===== src/rtl/core/pty_channel_ring_buffers_top_assert.svh =====
// Assertion macros for the pseudo-terminal channel RTL.
`ifndef PTY_CHANNEL_RING_BUFFERS_TOP_ASSERT_SVH
`define PTY_CHANNEL_RING_BUFFERS_TOP_ASSERT_SVH

// The consequent must hold in the same cycle as the antecedent.
`define PTY_ASSERT_NOW(label, ante, cons, msg) \
  label: assert property (@(posedge clk) disable iff (!rst_n) (ante) |-> (cons)) \
    else $error(msg);

// The consequent must hold in the cycle after the antecedent.
`define PTY_ASSERT_NXT(label, ante, cons, msg) \
  label: assert property (@(posedge clk) disable iff (!rst_n) (ante) |=> (cons)) \
    else $error(msg);

`endif


===== src/rtl/core/pty_crb_ram.sv =====
// Generic single-write, single-read RAM with a registered read port.
module pty_crb_ram #(
  parameter int WIDTH = 8,
  parameter int DEPTH = 16
) (
  input  logic                     clk,
  input  logic                     we,
  input  logic [$clog2(DEPTH)-1:0] waddr,
  input  logic [WIDTH-1:0]         wdata,
  input  logic                     re,
  input  logic [$clog2(DEPTH)-1:0] raddr,
  output logic [WIDTH-1:0]         rdata
);

  logic [WIDTH-1:0] mem [DEPTH];

  always_ff @(posedge clk) begin
    if (we) begin
      mem[waddr] <= wdata;
    end
    if (re) begin
      rdata <= mem[raddr];
    end
  end

endmodule


===== config.mk =====
export PLATFORM = sky130hd
export DESIGN_NAME = pty_crb_ram
export DESIGN_NICKNAME = d
export VERILOG_FILES = /design/src/rtl/core/pty_channel_ring_buffers_top_assert.svh /design/src/rtl/core/pty_crb_ram.sv
export SDC_FILE = /design/constraint.sdc
export NUM_CORES = 1
export LEC_CHECK = 0
export BUFFER_PORTS_ARGS = -buffer_cell sky130_fd_sc_hd__buf_2
export CAP_MARGIN = 20
export CORE_ASPECT_RATIO = 1.4
export CORE_MARGIN = 5
export CORE_UTILIZATION = 57
export CTS_CLUSTER_DIAMETER = 80
export DETAILED_ROUTE_END_ITERATION = 7
export PLACE_DENSITY = 0.82
export SLEW_MARGIN = 20
export SYNTH_ARGS = -nofsm -noshare
export SYNTH_HDL_FRONTEND = slang
export SYNTH_SLANG_ARGS = --single-unit

===== constraint.sdc =====
create_clock -name clk -period 2.4 [get_ports clk]
set_input_delay 0.36 -clock clk [delete_from_list [all_inputs] [get_ports clk]]
set_output_delay 0.36 -clock clk [all_outputs]
set_load 0.05 [all_outputs]

**Yosys cells after proc, flatten, opt, wreduce, memory -nomap -nowiden**

Memories as Yosys holds them, arrays and structs flattened. A register that Yosys moved wholly into a read port is not among the register bits.
Cells that the tools add are included.

- Flip-flop bits (word level): 0
- Memory bits (writable): 128
- Input bits: 19
- Output and inout port bits: 8
- Logic and storage cells: 3
- Memories: 1

- Multiplexer cells: 2

Memories:

| memory | depth | width | read ports | clocked after memory_dff | wr ports | RTL line | RTL |
|---|---|---|---|---|---|---|---|
| mem | 16 | 8 | 1 | 1 | 1 | pty_crb_ram.sv:15 | `logic [WIDTH-1:0] mem [DEPTH];` |

Operator list:

| operator | count |
|---|---|
| $mux 1 | 2 |

**Depth between registers and ports, before layout**

- Depth after elaboration: 2
- Mapped depth: 5
- Depth with buffers taken out: 3

**Worst setup path before layout**

OpenSTA, ideal clock, no wires.

- Path type: input -> register
- Start: input port waddr[2]
- End: memory mem[0][0], enable pin
- Setup time: 383 ps
- Arrival: 1470 ps
- Data required time: 2017 ps
- Setup slack: 547 ps
- Stages on the path: 2
- Buffers on the path: 0
- Cells stage by stage: or3b_2 > nor3_1

RTL lines:

| what | RTL line | RTL |
|---|---|---|
| start, declared | pty_crb_ram.sv:8 | `input logic [$clog2(DEPTH)-1:0] waddr,` |
| end, declared | pty_crb_ram.sv:15 |  |

Straight into the memory's write port.

==> impl_metrics.py <==
metrics = {
    "run_status": {
        "status": "complete, no violations",
    },
    "drt": {
        "wl_per_cell_um": 26.0,
        "drt_wl_total_um": 10500,
        "drt_pass1_iterations": 5,
        "via_count": 2565,
        "ant_nets": 0,
        "drtIter0Drc": 263,
        "drc": 0,
        "viasPerCell": 6.36,
    },
    "floorplanning": {
        "fp.dieArea_um2": 11200,
        "io_pins": 27,
        "start_util": 0.582,
        "die_width_um": 90.9,
        "rows": 41,
        "design.core.area_um2": 8980,
        "die_h_um": 123,
    },
    "worst_setup_path": {
        "endpoint_kind": "register",
        "start_kind": "input port",
        "critPathMaxFanout": 19,
        "worstSetupPathType": "input port to register",
        "r2r_start": "mem[10][4]",
        "cp.required_ns": 2.55,
        "cp-startpoint": "raddr[1]",
        "crit_arrival_ns": 1.80,
    },
    "logic_synthesis": {
        "synth_edf_count": 136,
        "ys_types": 18,
        "ys_seq_elements": 136,
        "synth_top_area_cell": "edfxtp_1",
        "ys_warn_count": 0,
        "postSynthNetCount": 248,
        "synth_most_common_cell": "edfxtp_1",
        "synthArstFlopShare": 0,
        "syn_area_um2": 5230,
        "ys_seq_area_frac": 0.781,
        "synth_top_area_frac": 0.781,
        "syn_avg_cell_area_um2": 22.8,
        "synthCells": 229,
        "synth_area_leaders": "edfxtp_1 (78%), mux4_2 (7.8%), mux4_1 (7.0%), a22oi_1 (2.3%), nor2_1 (0.93%)",
        "yosys-top-cells-count": "edfxtp_1 (136), mux4_2 (18), a22oi_1 (16)",
        "synthFlopType": "edfxtp_1",
    },
    "cells_and_area": {
        "syn_to_final_growth_pct": 16.9,
        "multi_input_area_um2": 1060,
        "n_antenna_cell": 0,
        "utilization": 0.681,
        "nNetsFinal": 303,
        "regArea_um2": 4080,
        "fillers": 515,
        "layout-drive-gt1-share": 0.301,
    },
    "global_routing": {
        "grt_pass1_wl_um": 16200,
        "grt_overflow": 0,
        "grt_max_degree": 33,
        "track_usage": 0.206,
        "grt_antenna_before_repair": 0,
        "grt_pass1_vias": 2723,
    },
    "power": {
        "p_switching_mw": 1.06,
        "p_sw_frac": 0.199,
        "combPwrFrac": 0.053,
        "p_clk_frac": 0.443,
        "internal_power_mw": 4.29,
        "powerDensity_nw_per_um2": 876,
        "peakVddDrop_mv": 0.644,
        "leakagePower_nw": 2.08,
        "p_seq_frac": 0.503,
    },
    "clock_tree": {
        "cts_setup_buffers": 0,
        "ctsHtreeMaxLevel": 4,
        "cts_buffers": 17,
        "cts_buffer_depth": 2,
        "clk_root_buffer_cell": "clkbuf_16",
        "clkLatencyLatePin_ns": 0.41,
        "clkTransAtPathRegs_ns": 0.05,
        "clkSinkCount": 136,
        "cts_tree": "done",
        "cts_hold_buffers": 0,
        "post_cts_resized": 0,
    },
    "job": {
        "drv_cap": 0,
    },
    "timing": {
        "grt_setup_unrepaired": "false",
        "drv_slew": 0,
        "finalCritPeriodShare": 0.687,
        "skew_ns": 0.00478,
        "fin_setup_tns_ns": 0,
        "tightest_slew_ns": 0.797,
        "fmax_ghz": 0.606,
        "hold_violations": 0,
        "setup_viol": 0,
        "maxSlewHeadroom": 0.465,
        "period_needed_ns": 1.65,
    },
    "placement": {
        "hpwl_um": 6740,
        "routabilityCongestion": 0.866,
        "port_buffers": 26,
    },
    "hold_path": {
        "min-delay-start": "wdata[0]",
        "hp-class": "input port to register",
    },
}
[state kept, by name, indices dropped and copies added, names as in the netlist]
register and count:
mem 128, rdata 8
[worst max-delay path, cell delays in order]
cell and delay (ns):
buf_2 0.40, buf_4 0.28, mux4_1 0.29, a22oi_1 0.36, nand2_1 0.09
[stage by stage]
stage          cell area [um^2]  total power, mW  instances  hold WS [ns]  worst slack [ns]
3_5_place_dp               5570             3.03        372         0.746             0.280
3_3_place_gp               5570             3.01        372         0.725             0.303
5_1_grt                    6110             5.53        403         0.318             0.669
2_1_floorplan              5230             2.91        229         0.459             0.547
6_report                   6110             5.35        403         0.329             0.750
4_1_cts                    6110             5.39        403         0.315             0.722
[layout make-up]
cell class / instances / share of cell area
multi-input combinational: 83 / 0.173
clock buffer: 21 / 0.0720
timing repair buffer: 46 / 0.0479
clock inverter: 10 / 0.0172
tap: 107 / 0.0219
sequential: 136 / 0.668
[kinds of logic (layout without fill, tap and decap cells)]
family / count (synthesis) / after routing / share of synthesized area
simple gates: 35 / 35 / 0.0314
buf+inv: 10 / 77 / 0.0165
mux: 32 / 32 / 0.148
compound gates: 16 / 16 / 0.0230
flops: 136 / 136 / 0.781
[layer usage]
metal | GRT usage | part of all wire
met3 | 0.0566 | 0.062
met4 | 0.0917 | 0.026
met5 | 0 | 0
met1 | 0.264 | 0.39
met2 | 0.334 | 0.52
[power by group through the flow]
| stage | logic (mW) | clock network, mW | registers (mW) |
|---|---|---|---|
| 6_report | 0.285 | 2.37 | 2.69 |
| 5_1_grt | 0.304 | 2.53 | 2.70 |
| 4_1_cts | 0.287 | 2.41 | 2.70 |
| 3_5_place_dp | 0.285 | 0 | 2.74 |
| 3_3_place_gp | 0.274 | 0 | 2.74 |
| 2_1_floorplan | 0.135 | 0 | 2.78 |
[final timing paths]
check	endpoint	cells past startpoint	slack (ns)
hold reg to reg	rdata[4]	3	0.77
setup / recovery	rdata[4]	5	0.75
hold / removal	mem[13][0]	1	0.33
setup reg to reg	rdata[4]	3	0.84
[placed cells by master (no fill, tap or decap), types with 2 or more instances in the layout]
| cell | count |
|---|---|
| nand2_1 | 9 |
| a22oi_1 | 16 |
| edfxtp_1 | 136 |
| clkbuf_1 | 4 |
| bufinv_16 | 2 |
| clkinv_2 | 2 |
| buf_2 | 26 |
| mux4_2 | 18 |
| nand2b_1 | 2 |
| clkbuf_16 | 17 |
| nor3_1 | 4 |
| nand3b_1 | 2 |
| nor2_1 | 13 |
| mux4_1 | 14 |
| clkinv_1 | 3 |
| buf_4 | 19 |
| clkinvlp_4 | 2 |
(Power assumes the default switching activity.)
